--- config.mk ---
export PLATFORM = sky130hd
export DESIGN_NAME = motor_current_fault_monitor
export DESIGN_NICKNAME = d
export VERILOG_FILES = /design/src/rtl/core/mcfm_pkg.sv /design/src/rtl/core/motor_current_fault_monitor.sv /design/src/rtl/core/mcfm_ctrl.sv /design/src/rtl/core/mcfm_dp.sv
export SDC_FILE = /design/constraint.sdc
export NUM_CORES = 1
export LEC_CHECK = 0
export ABC_AREA = 1
export BUFFER_PORTS_ARGS = -buffer_cell sky130_fd_sc_hd__buf_2
export CORE_MARGIN = 3
export CORE_UTILIZATION = 63
export DETAILED_ROUTE_END_ITERATION = 8
export HOLD_SLACK_MARGIN = 0.03
export PLACE_DENSITY = 0.82
export SETUP_SLACK_MARGIN = 0.4
export SLEW_MARGIN = 20
export SYNTH_ARGS = -nofsm -noshare
export SYNTH_HDL_FRONTEND = slang
export SYNTH_SLANG_ARGS = --single-unit
--- constraint.sdc ---
create_clock -name clk -period 9.3 [get_ports clk]
set_clock_uncertainty 0.2 [all_clocks]
set_input_delay 0.465 -clock clk [delete_from_list [all_inputs] [get_ports clk]]
set_output_delay 0.465 -clock clk [all_outputs]
set_load 0.05 [all_outputs]
--- src/rtl/core/mcfm_pkg.sv ---
// ----------------------------------------------------------------------------
// mcfm_pkg
// Shared types and constants for the motor current fault monitor.
// ----------------------------------------------------------------------------
package mcfm_pkg;

  // Averager
  localparam int SAMPLE_BITS   = 12;
  localparam int AVG_FRAC_BITS = 8;
  localparam int ALPHA_SHIFT   = 2;
  localparam int AVG_W         = SAMPLE_BITS + AVG_FRAC_BITS;

  // Evaluation arithmetic
  localparam int DUTY_W     = 15;
  localparam int MAG_W      = 15;
  localparam int MIN_DUTY_W = 14;
  localparam int LEVEL_W    = 16;
  localparam int TIME_W     = 16;
  localparam int NOW_W      = 32;
  localparam int MUL_W      = 16;
  localparam int PROD_W     = 2 * MUL_W;
  localparam int NUM_W      = 26;
  localparam int REM_W      = MAG_W + 1;
  localparam int DIV_STEPS  = NUM_W;
  localparam int CNT_W      = $clog2(DIV_STEPS);
  localparam logic [MUL_W-1:0] FULL_DUTY = MUL_W'(10000);

  // Fault windows
  localparam int N_WIN     = 3;
  localparam int WIN_IDX_W = 2;
  localparam logic [WIN_IDX_W-1:0] WIN_SHORT = 2'd0;
  localparam logic [WIN_IDX_W-1:0] WIN_OPEN  = 2'd1;
  localparam logic [WIN_IDX_W-1:0] WIN_STALL = 2'd2;

  // Ports
  localparam int IN_TDATA_W  = 64;
  localparam int OUT_TDATA_W = 48;
  localparam int CFG_IDX_W   = 3;
  localparam int CFG_DATA_W  = 16;

  typedef enum logic [CFG_IDX_W-1:0] {
    REG_ENABLE     = 3'd0,
    REG_MIN_DUTY   = 3'd1,
    REG_SHORT_LVL  = 3'd2,
    REG_SHORT_TIME = 3'd3,
    REG_OPEN_LVL   = 3'd4,
    REG_OPEN_TIME  = 3'd5,
    REG_STALL_LVL  = 3'd6,
    REG_STALL_TIME = 3'd7
  } cfg_idx_t;

  localparam logic [MIN_DUTY_W-1:0] RST_MIN_DUTY   = 14'd500;
  localparam logic [LEVEL_W-1:0]    RST_SHORT_LVL  = 16'd4000;
  localparam logic [TIME_W-1:0]     RST_SHORT_TIME = 16'd50;
  localparam logic [LEVEL_W-1:0]    RST_OPEN_LVL   = 16'd20;
  localparam logic [TIME_W-1:0]     RST_OPEN_TIME  = 16'd500;
  localparam logic [LEVEL_W-1:0]    RST_STALL_LVL  = 16'd3000;
  localparam logic [TIME_W-1:0]     RST_STALL_TIME = 16'd1000;

  typedef enum logic [2:0] {
    ST_IDLE,
    ST_SAMPLE,
    ST_CHECK,
    ST_MUL,
    ST_DIV,
    ST_CMP,
    ST_WIN,
    ST_DONE
  } state_t;

  typedef struct packed {
    logic                 cap;
    logic                 avg_upd;
    logic                 clr_cond;
    logic                 mul_num;
    logic                 div_step;
    logic                 cmp_mul;
    logic                 win_upd;
    logic                 out_load;
    logic [WIN_IDX_W-1:0] win_idx;
  } cmd_t;

  typedef struct packed {
    logic mode;
    logic evaluable;
  } status_t;

endpackage

--- src/rtl/core/motor_current_fault_monitor.sv ---
// ----------------------------------------------------------------------------
// motor_current_fault_monitor
// Averages current samples and flags short, open and stall faults.
// ----------------------------------------------------------------------------
// Steps: a sample beat is captured, checked, averaged and loaded as a result;
//   an evaluate beat is captured and checked, then, when not evaluable, has
//   estimate, flags and windows cleared and its result loaded, else goes through
//   multiply, 26-step serial divide, three multiply-compare/window pairs and
//   result load. Flow: one beat at a time. A finished result waits in the
//   output register while the next beat is taken.
// Reset (rst_n, synchronous): registers to defaults, average unprimed,
//   estimate, flags and windows clear, no result pending.
// ----------------------------------------------------------------------------
module motor_current_fault_monitor (
  input  logic                                 clk,
  input  logic                                 rst_n,
  // input stream
  input  logic                                 in_tvalid,
  output logic                                 in_tready,
  // [11:0] sample, [43:12] now_ms, [58:44] duty, [63:59] zero
  input  logic [mcfm_pkg::IN_TDATA_W-1:0]      in_tdata,
  // [0] mode
  input  logic [0:0]                           in_tuser,
  // result stream
  output logic                                 out_tvalid,
  input  logic                                 out_tready,
  // [11:0] filtered_level, [37:12] normalized_level, [38] short_fault,
  // [39] open_fault, [40] stall_fault, [47:41] zero
  output logic [mcfm_pkg::OUT_TDATA_W-1:0]     out_tdata,
  // configuration
  input  logic                                 cfg_we,
  input  logic [mcfm_pkg::CFG_IDX_W-1:0]       cfg_index,
  input  logic [mcfm_pkg::CFG_DATA_W-1:0]      cfg_wdata
);

  mcfm_pkg::cmd_t    cmd;
  mcfm_pkg::status_t sts;

  // Sequencer: one beat in flight; the handshake lives here.
  mcfm_ctrl u_ctrl (
    .clk        (clk),
    .rst_n      (rst_n),
    .in_tvalid  (in_tvalid),
    .in_tready  (in_tready),
    .out_tvalid (out_tvalid),
    .out_tready (out_tready),
    .sts        (sts),
    .cmd        (cmd)
  );

  // Datapath: config registers, averager, multiplier, divider, windows.
  mcfm_dp u_dp (
    .clk       (clk),
    .rst_n     (rst_n),
    .in_tdata  (in_tdata),
    .in_tuser  (in_tuser[0]),
    .out_tdata (out_tdata),
    .cfg_we    (cfg_we),
    .cfg_index (cfg_index),
    .cfg_wdata (cfg_wdata),
    .cmd       (cmd),
    .sts       (sts)
  );

endmodule

--- src/rtl/core/mcfm_ctrl.sv ---
// ----------------------------------------------------------------------------
// mcfm_ctrl
// Sequencer: steps the datapath through averaging or fault evaluation.
// ----------------------------------------------------------------------------
module mcfm_ctrl (
  input  logic              clk,
  input  logic              rst_n,
  input  logic              in_tvalid,
  output logic              in_tready,
  output logic              out_tvalid,
  input  logic              out_tready,
  input  mcfm_pkg::status_t sts,
  output mcfm_pkg::cmd_t    cmd
);

  mcfm_pkg::state_t             state_r, state_nxt;
  logic [mcfm_pkg::CNT_W-1:0]   cnt_r, cnt_nxt;
  logic                         out_valid_r, out_valid_nxt;

  always_ff @(posedge clk) begin
    if (!rst_n) begin
      state_r     <= mcfm_pkg::ST_IDLE;
      cnt_r       <= '0;
      out_valid_r <= 1'b0;
    end else begin
      state_r     <= state_nxt;
      cnt_r       <= cnt_nxt;
      out_valid_r <= out_valid_nxt;
    end
  end

  always_comb begin
    state_nxt = state_r;
    cnt_nxt   = cnt_r;
    cmd       = '0;
    cmd.win_idx = cnt_r[mcfm_pkg::WIN_IDX_W-1:0];
    in_tready = (state_r == mcfm_pkg::ST_IDLE);
    case (state_r)
      mcfm_pkg::ST_IDLE: begin
        if (in_tvalid) begin
          cmd.cap = 1'b1;
          state_nxt = mcfm_pkg::ST_CHECK;
        end
      end
      mcfm_pkg::ST_CHECK: begin
        // captured item is now visible on status
        if (!sts.mode) begin
          state_nxt = mcfm_pkg::ST_SAMPLE;
        end else if (!sts.evaluable) begin
          cmd.clr_cond = 1'b1;
          state_nxt = mcfm_pkg::ST_DONE;
        end else begin
          state_nxt = mcfm_pkg::ST_MUL;
        end
      end
      mcfm_pkg::ST_SAMPLE: begin
        cmd.avg_upd = 1'b1;
        state_nxt = mcfm_pkg::ST_DONE;
      end
      mcfm_pkg::ST_MUL: begin
        cmd.mul_num = 1'b1;
        cnt_nxt = '0;
        state_nxt = mcfm_pkg::ST_DIV;
      end
      mcfm_pkg::ST_DIV: begin
        cmd.div_step = 1'b1;
        if (cnt_r == mcfm_pkg::CNT_W'(mcfm_pkg::DIV_STEPS - 1)) begin
          cnt_nxt = '0;
          state_nxt = mcfm_pkg::ST_CMP;
        end else begin
          cnt_nxt = cnt_r + 1'b1;
        end
      end
      mcfm_pkg::ST_CMP: begin
        cmd.cmp_mul = 1'b1;
        state_nxt = mcfm_pkg::ST_WIN;
      end
      mcfm_pkg::ST_WIN: begin
        cmd.win_upd = 1'b1;
        if (cnt_r == mcfm_pkg::CNT_W'(mcfm_pkg::N_WIN - 1)) begin
          cnt_nxt = '0;
          state_nxt = mcfm_pkg::ST_DONE;
        end else begin
          cnt_nxt = cnt_r + 1'b1;
          state_nxt = mcfm_pkg::ST_CMP;
        end
      end
      mcfm_pkg::ST_DONE: begin
        if (!out_valid_r || out_tready) begin
          cmd.out_load = 1'b1;
          state_nxt = mcfm_pkg::ST_IDLE;
        end
      end
      default: state_nxt = mcfm_pkg::ST_IDLE;
    endcase
  end

  always_comb begin
    out_valid_nxt = out_valid_r;
    if (out_valid_r && out_tready) out_valid_nxt = 1'b0;
    if (cmd.out_load)              out_valid_nxt = 1'b1;
  end

  assign out_tvalid = out_valid_r;

  a_div_bound: assert property (@(posedge clk) disable iff (!rst_n)
    (state_r == mcfm_pkg::ST_DIV) |-> (cnt_r <= mcfm_pkg::CNT_W'(mcfm_pkg::DIV_STEPS - 1)))
    else $error("divider step count overran");

  a_win_bound: assert property (@(posedge clk) disable iff (!rst_n)
    (state_r == mcfm_pkg::ST_CMP || state_r == mcfm_pkg::ST_WIN)
      |-> (cnt_r < mcfm_pkg::CNT_W'(mcfm_pkg::N_WIN)))
    else $error("window index out of range");

  a_load_shows: assert property (@(posedge clk) disable iff (!rst_n)
    cmd.out_load |=> out_valid_r)
    else $error("loaded result not presented");

  a_accept_leaves: assert property (@(posedge clk) disable iff (!rst_n)
    (in_tvalid && in_tready) |=> (state_r == mcfm_pkg::ST_CHECK))
    else $error("accepted beat not taken into work");

endmodule

--- src/rtl/core/mcfm_dp.sv ---
// ----------------------------------------------------------------------------
// mcfm_dp
// Datapath: config registers, averager, shared multiplier, serial divider,
// fault windows and result register.
// ----------------------------------------------------------------------------
module mcfm_dp (
  input  logic                                clk,
  input  logic                                rst_n,
  input  logic [mcfm_pkg::IN_TDATA_W-1:0]     in_tdata,
  input  logic                                in_tuser,
  output logic [mcfm_pkg::OUT_TDATA_W-1:0]    out_tdata,
  input  logic                                cfg_we,
  input  logic [mcfm_pkg::CFG_IDX_W-1:0]      cfg_index,
  input  logic [mcfm_pkg::CFG_DATA_W-1:0]     cfg_wdata,
  input  mcfm_pkg::cmd_t                      cmd,
  output mcfm_pkg::status_t                   sts
);

  localparam int HALF_LSB = 1 << (mcfm_pkg::AVG_FRAC_BITS - 1);
  localparam int ALPHA_M  = (1 << mcfm_pkg::ALPHA_SHIFT) - 1;

  // configuration
  logic                                enable_r;
  logic [mcfm_pkg::MIN_DUTY_W-1:0]     min_duty_r;
  logic [mcfm_pkg::LEVEL_W-1:0]        lvl_r  [mcfm_pkg::N_WIN];
  logic [mcfm_pkg::TIME_W-1:0]         tim_r  [mcfm_pkg::N_WIN];

  // captured item
  logic                                mode_r;
  logic [mcfm_pkg::SAMPLE_BITS-1:0]    sample_r;
  logic [mcfm_pkg::NOW_W-1:0]          now_r;
  logic [mcfm_pkg::MAG_W-1:0]          mag_r;

  // state
  logic [mcfm_pkg::AVG_W-1:0]          avg_r, avg_nxt;
  logic                                primed_r, primed_nxt;
  logic [mcfm_pkg::NUM_W-1:0]          est_r, est_nxt;
  logic [mcfm_pkg::N_WIN-1:0]          flags_r, flags_nxt;
  logic [mcfm_pkg::N_WIN-1:0]          active_r, active_nxt;
  logic [mcfm_pkg::NOW_W-1:0]          start_r [mcfm_pkg::N_WIN];

  // arithmetic
  logic [mcfm_pkg::NUM_W-1:0]          num_r;
  logic [mcfm_pkg::NUM_W-1:0]          quo_r, quo_nxt;
  logic [mcfm_pkg::REM_W-1:0]          rem_r, rem_nxt;
  logic [mcfm_pkg::PROD_W-1:0]         prod_r;
  logic [mcfm_pkg::OUT_TDATA_W-1:0]    out_r;

  logic [mcfm_pkg::DUTY_W-1:0]         duty_in;
  logic [mcfm_pkg::MAG_W-1:0]          mag_in;
  logic [mcfm_pkg::AVG_W:0]            round_sum;
  logic [mcfm_pkg::SAMPLE_BITS-1:0]    level;
  logic [mcfm_pkg::AVG_W-1:0]          x_fix;
  logic [mcfm_pkg::AVG_W:0]            dn_sum;
  logic [mcfm_pkg::MUL_W-1:0]          mul_a, mul_b;
  logic [mcfm_pkg::PROD_W-1:0]         mul_p;
  logic [mcfm_pkg::REM_W-1:0]          rem_sh;
  logic                                cond;
  logic [mcfm_pkg::NOW_W-1:0]          elapsed;

  // --- configuration port
  always_ff @(posedge clk) begin
    if (!rst_n) begin
      enable_r   <= 1'b1;
      min_duty_r <= mcfm_pkg::RST_MIN_DUTY;
      lvl_r[0]   <= mcfm_pkg::RST_SHORT_LVL;
      tim_r[0]   <= mcfm_pkg::RST_SHORT_TIME;
      lvl_r[1]   <= mcfm_pkg::RST_OPEN_LVL;
      tim_r[1]   <= mcfm_pkg::RST_OPEN_TIME;
      lvl_r[2]   <= mcfm_pkg::RST_STALL_LVL;
      tim_r[2]   <= mcfm_pkg::RST_STALL_TIME;
    end else if (cfg_we) begin
      case (mcfm_pkg::cfg_idx_t'(cfg_index))
        mcfm_pkg::REG_ENABLE:     enable_r   <= cfg_wdata[0];
        mcfm_pkg::REG_MIN_DUTY:   min_duty_r <= cfg_wdata[mcfm_pkg::MIN_DUTY_W-1:0];
        mcfm_pkg::REG_SHORT_LVL:  lvl_r[0]   <= cfg_wdata;
        mcfm_pkg::REG_SHORT_TIME: tim_r[0]   <= cfg_wdata;
        mcfm_pkg::REG_OPEN_LVL:   lvl_r[1]   <= cfg_wdata;
        mcfm_pkg::REG_OPEN_TIME:  tim_r[1]   <= cfg_wdata;
        mcfm_pkg::REG_STALL_LVL:  lvl_r[2]   <= cfg_wdata;
        mcfm_pkg::REG_STALL_TIME: tim_r[2]   <= cfg_wdata;
        default: ;
      endcase
    end
  end

  // --- capture; duty magnitude folded in on the way
  assign duty_in = in_tdata[58:44];
  assign mag_in  = duty_in[mcfm_pkg::DUTY_W-1] ? (~duty_in + 1'b1) : duty_in;

  always_ff @(posedge clk) begin
    if (cmd.cap) begin
      mode_r   <= in_tuser;
      sample_r <= in_tdata[11:0];
      now_r    <= in_tdata[43:12];
      mag_r    <= mag_in;
    end
  end

  assign sts.mode      = mode_r;
  assign sts.evaluable = enable_r && (mag_r >= {1'b0, min_duty_r}) && (mag_r != '0);

  // --- rounded average
  assign round_sum = {1'b0, avg_r} + (mcfm_pkg::AVG_W + 1)'(HALF_LSB);
  assign level     = round_sum[mcfm_pkg::AVG_W-1:mcfm_pkg::AVG_FRAC_BITS];

  // --- averager
  assign x_fix  = {sample_r, {mcfm_pkg::AVG_FRAC_BITS{1'b0}}};
  assign dn_sum = {1'b0, avg_r - x_fix} + (mcfm_pkg::AVG_W + 1)'(ALPHA_M);

  always_comb begin
    avg_nxt    = avg_r;
    primed_nxt = primed_r;
    if (cmd.avg_upd) begin
      primed_nxt = 1'b1;
      if (!primed_r)
        avg_nxt = x_fix;
      else if (x_fix >= avg_r)
        avg_nxt = avg_r + ((x_fix - avg_r) >> mcfm_pkg::ALPHA_SHIFT);
      else
        avg_nxt = avg_r - mcfm_pkg::AVG_W'(dn_sum >> mcfm_pkg::ALPHA_SHIFT);
    end
  end

  // --- shared multiplier, registered product
  always_comb begin
    if (cmd.mul_num) begin
      mul_a = mcfm_pkg::MUL_W'(level);
      mul_b = mcfm_pkg::FULL_DUTY;
    end else begin
      mul_a = lvl_r[cmd.win_idx];
      mul_b = mcfm_pkg::MUL_W'(mag_r);
    end
  end
  assign mul_p = mul_a * mul_b;

  always_ff @(posedge clk) begin
    if (cmd.mul_num) num_r  <= mul_p[mcfm_pkg::NUM_W-1:0];
    if (cmd.cmp_mul) prod_r <= mul_p;
  end

  // --- restoring divider, one quotient bit a step
  assign rem_sh = {rem_r[mcfm_pkg::REM_W-2:0], quo_r[mcfm_pkg::NUM_W-1]};

  always_comb begin
    quo_nxt = quo_r;
    rem_nxt = rem_r;
    if (cmd.mul_num) begin
      quo_nxt = mul_p[mcfm_pkg::NUM_W-1:0];
      rem_nxt = '0;
    end else if (cmd.div_step) begin
      if (rem_sh >= {1'b0, mag_r}) begin
        rem_nxt = rem_sh - {1'b0, mag_r};
        quo_nxt = {quo_r[mcfm_pkg::NUM_W-2:0], 1'b1};
      end else begin
        rem_nxt = rem_sh;
        quo_nxt = {quo_r[mcfm_pkg::NUM_W-2:0], 1'b0};
      end
    end
  end

  always_ff @(posedge clk) begin
    quo_r <= quo_nxt;
    rem_r <= rem_nxt;
  end

  // --- fault windows; open is a low-side test
  assign cond = (cmd.win_idx == mcfm_pkg::WIN_OPEN)
              ? (mcfm_pkg::PROD_W'(num_r) <= prod_r)
              : (mcfm_pkg::PROD_W'(num_r) >= prod_r);
  assign elapsed = now_r - (active_r[cmd.win_idx] ? start_r[cmd.win_idx] : now_r);

  always_comb begin
    est_nxt    = est_r;
    flags_nxt  = flags_r;
    active_nxt = active_r;
    if (cmd.clr_cond) begin
      est_nxt    = '0;
      flags_nxt  = '0;
      active_nxt = '0;
    end
    if (cmd.cmp_mul) est_nxt = quo_r;
    if (cmd.win_upd) begin
      active_nxt[cmd.win_idx] = cond;
      flags_nxt[cmd.win_idx]  = cond &&
        (elapsed >= mcfm_pkg::NOW_W'(tim_r[cmd.win_idx]));
    end
  end

  always_ff @(posedge clk) begin
    if (cmd.win_upd && cond && !active_r[cmd.win_idx])
      start_r[cmd.win_idx] <= now_r;
  end

  always_ff @(posedge clk) begin
    if (!rst_n) begin
      avg_r    <= '0;
      primed_r <= 1'b0;
      est_r    <= '0;
      flags_r  <= '0;
      active_r <= '0;
    end else begin
      avg_r    <= avg_nxt;
      primed_r <= primed_nxt;
      est_r    <= est_nxt;
      flags_r  <= flags_nxt;
      active_r <= active_nxt;
    end
  end

  // --- result register
  always_ff @(posedge clk) begin
    if (cmd.out_load)
      out_r <= {7'd0, flags_r[mcfm_pkg::WIN_STALL], flags_r[mcfm_pkg::WIN_OPEN],
                flags_r[mcfm_pkg::WIN_SHORT], est_r, level};
  end

  assign out_tdata = out_r;

  a_flag_needs_window: assert property (@(posedge clk) disable iff (!rst_n)
    (flags_r & ~active_r) == '0)
    else $error("fault flag set with idle window");

  a_est_needs_primed: assert property (@(posedge clk) disable iff (!rst_n)
    (est_r != '0) |-> primed_r)
    else $error("estimate without any sample");

endmodule

==> impl_results.html <==
<table>
<tr><th>Metric</th><th>Value</th></tr>
<tr><th colspan="2">Status</th></tr>
<tr><td>Run status</td><td>finished clean</td></tr>
<tr><th colspan="2">Synthesis</th></tr>
<tr><td>Proportion of netlist area held by the largest area contributor</td><td>34.4%</td></tr>
<tr><td>Number of enable flip-flop cells after synthesis</td><td>376</td></tr>
<tr><td>Most repeated cell in the gate-level netlist after synthesis</td><td>sky130_fd_sc_hd__nand2_1</td></tr>
<tr><td>Complex-gate fraction of the synthesized area</td><td>9.63%</td></tr>
<tr><td>Count of distinct cell types in the synthesized netlist</td><td>61</td></tr>
<tr><td>Simple logic cell fraction of the synthesized area</td><td>18.9%</td></tr>
<tr><td>Proportion of synthesized area in mux cells</td><td>0.0611%</td></tr>
<tr><td>Main combinational cell family by area after synthesis</td><td>adder cells</td></tr>
<tr><td>Adder-cell share of the synthesized area</td><td>20.6%</td></tr>
<tr><td>Count of state elements after synthesis</td><td>470</td></tr>
<tr><td>Area contributors post-synth</td><td>sky130_fd_sc_hd__edfxtp_1 34%, sky130_fd_sc_hd__fa_1 11%, sky130_fd_sc_hd__ha_1 9.4%, sky130_fd_sc_hd__nand2_1 8.7%, sky130_fd_sc_hd__inv_1 6.4%</td></tr>
<tr><td>Avg Inst Size Synth</td><td>8.84 um2</td></tr>
<tr><td>Sequential area share after synthesis</td><td>40.2%</td></tr>
<tr><td>Most common flop cell mapped by yosys</td><td>sky130_fd_sc_hd__edfxtp_1</td></tr>
<tr><td>YS warnings</td><td>0</td></tr>
<tr><td>Proportion of register bits with asynchronous set or reset after synthesis</td><td>0%</td></tr>
<tr><td>Number of cells produced by synthesis</td><td>3,710</td></tr>
<tr><td>Top cells by count, synth</td><td>761 x sky130_fd_sc_hd__nand2_1, 555 x sky130_fd_sc_hd__inv_1, 415 x sky130_fd_sc_hd__nor2_1, 376 x sky130_fd_sc_hd__edfxtp_1, 245 x sky130_fd_sc_hd__ha_1</td></tr>
<tr><td>Xor/xnor cell area share of the yosys netlist</td><td>2.80%</td></tr>
<tr><td>Cell area after technology mapping</td><td>32,800 um2</td></tr>
<tr><td>Post-synthesis cell type with the largest combined area</td><td>sky130_fd_sc_hd__edfxtp_1</td></tr>
<tr><th colspan="2">Timing</th></tr>
<tr><td>Final cycle utilization of the critical path</td><td>90.2%</td></tr>
<tr><td>Number of setup violations in the final report</td><td>0</td></tr>
<tr><td>Max-Slew Margin vs Limit</td><td>23.1%</td></tr>
<tr><td>Final total negative setup slack</td><td>0 ns</td></tr>
<tr><td>Pin slew with the least headroom to its limit</td><td>1.14 ns</td></tr>
<tr><td>Number of endpoints with negative hold slack in the final report</td><td>0</td></tr>
<tr><td>Hold Slack</td><td>0.0858 ns</td></tr>
<tr><td>Setup repair after global routing missed its margin</td><td>false</td></tr>
<tr><td>Time the final worst path needs with I/O delays and setup</td><td>8.39 ns</td></tr>
<tr><td>Number of pins with negative max-slew slack in the final report</td><td>0</td></tr>
<tr><td>Fmax</td><td>0.119 GHz</td></tr>
<tr><th colspan="2">Detailed routing</th></tr>
<tr><td>Total via count after detailed routing</td><td>26,600</td></tr>
<tr><td>Count of TritonRoute iterations in the first routing pass</td><td>6</td></tr>
<tr><td>Vias per cell</td><td>5.77</td></tr>
<tr><td>Detailed router's first-iteration violation count</td><td>2,453</td></tr>
<tr><td>Remaining design rule violation count</td><td>0</td></tr>
<tr><td>Wire length after detailed routing</td><td>82.2 mm</td></tr>
<tr><td>Final routed wire length divided by cell count</td><td>17.8 um</td></tr>
<tr><td>Detail Route Antenna Nets</td><td>0</td></tr>
<tr><th colspan="2">Global routing</th></tr>
<tr><td>Total gr overflow</td><td>0</td></tr>
<tr><td>Overall fraction of global-route tracks in use</td><td>30.1%</td></tr>
<tr><td>Pin count of the biggest net entering global routing</td><td>67</td></tr>
<tr><td>Wire length of the first global-routing pass</td><td>131 mm</td></tr>
<tr><td>Vias in the first global route</td><td>25,500</td></tr>
<tr><td>Initial antenna violation count</td><td>1</td></tr>
<tr><th colspan="2">Clocking</th></tr>
<tr><td>CTS buffer count</td><td>49</td></tr>
<tr><td>PostCTS Resize Cnt</td><td>0</td></tr>
<tr><td>Bufs on Longest Clock Path</td><td>3</td></tr>
<tr><td>Clk pin slew, worst setup/hold paths</td><td>0.06 ns</td></tr>
<tr><td>CTS Root Buffer Type</td><td>sky130_fd_sc_hd__clkbuf_16</td></tr>
<tr><td>Level count of the clock H-tree</td><td>2</td></tr>
<tr><td>Clock net sink count</td><td>470</td></tr>
<tr><td>Later-pin clock latency in the skew report</td><td>0.61 ns</td></tr>
<tr><td>CTS tree</td><td>done</td></tr>
<tr><th colspan="2">Placed design</th></tr>
<tr><td>Placer congestion estimate</td><td>0.971</td></tr>
<tr><td># placed instances</td><td>4,439</td></tr>
<tr><td>DP Area</td><td>34,200 um2</td></tr>
<tr><td>Number of buffers inserted by port buffering</td><td>126</td></tr>
<tr><td>HPWL after detailed placement</td><td>59.1 mm</td></tr>
<tr><th colspan="2">Floorplan</th></tr>
<tr><td>DIE WIDTH</td><td>234 um</td></tr>
<tr><td>Area of the core</td><td>50,800 um2</td></tr>
<tr><td>Initial core utilization</td><td>64.6%</td></tr>
<tr><td>Die Footprint</td><td>54,800 um2</td></tr>
<tr><td>Overall die height</td><td>234 um</td></tr>
<tr><td>Boundary Pins</td><td>139</td></tr>
<tr><td>Number of rows created at floorplan</td><td>82</td></tr>
<tr><th colspan="2">Final layout</th></tr>
<tr><td>Final cell area excluding filler cells</td><td>36,600 um2</td></tr>
<tr><td>Fillers</td><td>3,652</td></tr>
<tr><td>Synth-to-Final Area Change</td><td>11.5%</td></tr>
<tr><td>Post-Layout Cell Count</td><td>4,606</td></tr>
<tr><td>Count of inserted antenna diode cells</td><td>0</td></tr>
<tr><td>Share of cells above drive strength 1</td><td>7.85%</td></tr>
<tr><td>Reg area</td><td>13,200 um2</td></tr>
<tr><td>Total Nets Final</td><td>4,412</td></tr>
<tr><td>Area of the multi-input gates</td><td>17,200 um2</td></tr>
<tr><th colspan="2">Worst setup path</th></tr>
<tr><td>Kind of capture point of the worst setup path</td><td>register</td></tr>
<tr><td>Kind of cell adding the most delay to the critical path</td><td>adder cells</td></tr>
<tr><td>Buffers and inverters on the worst path</td><td>9</td></tr>
<tr><td>Signal arrival time at the worst endpoint</td><td>8.54 ns</td></tr>
<tr><td>Critical path type</td><td>register to register</td></tr>
<tr><td>Endpoint required time on the critical path</td><td>9.45 ns</td></tr>
<tr><td>Largest incremental delay on the critical path</td><td>0.58 ns</td></tr>
<tr><td>Critical Path Most Common Cell</td><td>sky130_fd_sc_hd__inv_1</td></tr>
<tr><td>Max FO, Critical Path</td><td>10</td></tr>
<tr><td>Max stage delay cell, worst path</td><td>sky130_fd_sc_hd__fa_1</td></tr>
<tr><td>Startpoint class of the critical path</td><td>register</td></tr>
<tr><th colspan="2">Job</th></tr>
<tr><td>Number of maximum-capacitance constraint violations</td><td>0</td></tr>
<tr><th colspan="2">Hold path</th></tr>
<tr><td>Class of the tightest hold or removal check</td><td>input port to register</td></tr>
</table>
==> state kept, by name (all words and copies together) (netlist names), 20 cells and up, named ones only <==
signal          count
u_dp.avg_r         20
u_dp.est_r         26
u_dp.lvl_r         48
u_dp.now_r         32
u_dp.num_r         26
u_dp.out_tdata     41
u_dp.prod_r        31
u_dp.quo_r         26
u_dp.start_r       96
u_dp.tim_r         48
==> per-stage QoR <==
stage / utilization, % / worst slack, ns
3_5_place_dp: 67.3 / 1.06
5_1_grt: 72.0 / 0.456
2_1_floorplan: - / 2.12
6_report: 72.0 / 0.911
3_3_place_gp: 67.3 / 1.22
4_1_cts: 71.9 / 0.967
==> cell type report <==
class	instances	area share, %
clock buffer	61	3.59
inverter	572	5.87
timing repair buffer	231	4.46
clock inverter	30	0.818
multi-input combinational	2570	46.9
sequential	470	36.0
tap	672	2.30
==> what timing repair did <==
action	CTS	global route
buffers inserted	0	0
hold buffers	74	0
hold endpoints to repair	76	0
==> tightest hold or removal path, cell delays in order <==
cell	delay [ns]
sky130_fd_sc_hd__buf_2	0.09
sky130_fd_sc_hd__inv_1	0.13
sky130_fd_sc_hd__a21oi_1	0.17
==> layout by cell type (no fill, tap or decap), drive strengths merged, types with 4 or more instances in the layout <==
cell         count
o21ai          166
nor4            13
nand2          775
nor3            39
edfxtp         376
o211ai          24
a21boi           5
o21bai           9
clkinv          28
a21o            16
fa             184
o311ai          31
conb             7
o21a             9
xor2            73
a31oi           11
dlygate4sd3     74
a211oi           6
a21oi          233
nand3b           6
nand3          166
o31ai           14
or2             12
nor2           425
o221ai           5
nand4           37
clkbuf          61
ha             245
buf            157
and2             4
inv            569
dfxtp           94
xnor2           31
==> routing by layer <==
metal / GRT usage [%] / wire length (um) / up-vias
met5: 0 / 0 / -
met4: 9.83 / 2850 / 0
met3: 7.06 / 8380 / 209
met2: 48.5 / 37900 / 1292
met1: 40.7 / 33000 / 12500
li1: - / - / 12600
==> worst paths after layout <==
| kind | from | end | slack, ns | cells after the start |
|---|---|---|---|---|
| setup / recovery | u_dp.avg_r[9] | u_dp.prod_r[28] | 0.91 | 35 |
| setup reg to reg | u_dp.avg_r[9] | u_dp.prod_r[28] | 0.91 | 35 |
| hold / removal | cfg_wdata[11] | u_dp.min_duty_r[11] | 0.09 | 3 |
| hold reg to reg | u_dp.est_r[6] | u_dp.out_tdata[18] | 0.23 | 0 |
==> kinds of logic (layout without fill, tap and decap cells) <==
family,count (synthesis),count (layout)
other cells,1,7
simple gates,1484,1484
mux,2,2
flops,470,470
fa+ha+maj,429,429
buf+inv,676,894
compound gates,544,544
xor+xnor,104,104
Power is left out: the tool's default activity adds up to more than one toggle a clock period on the data nets, which glitch-free logic cannot reach.
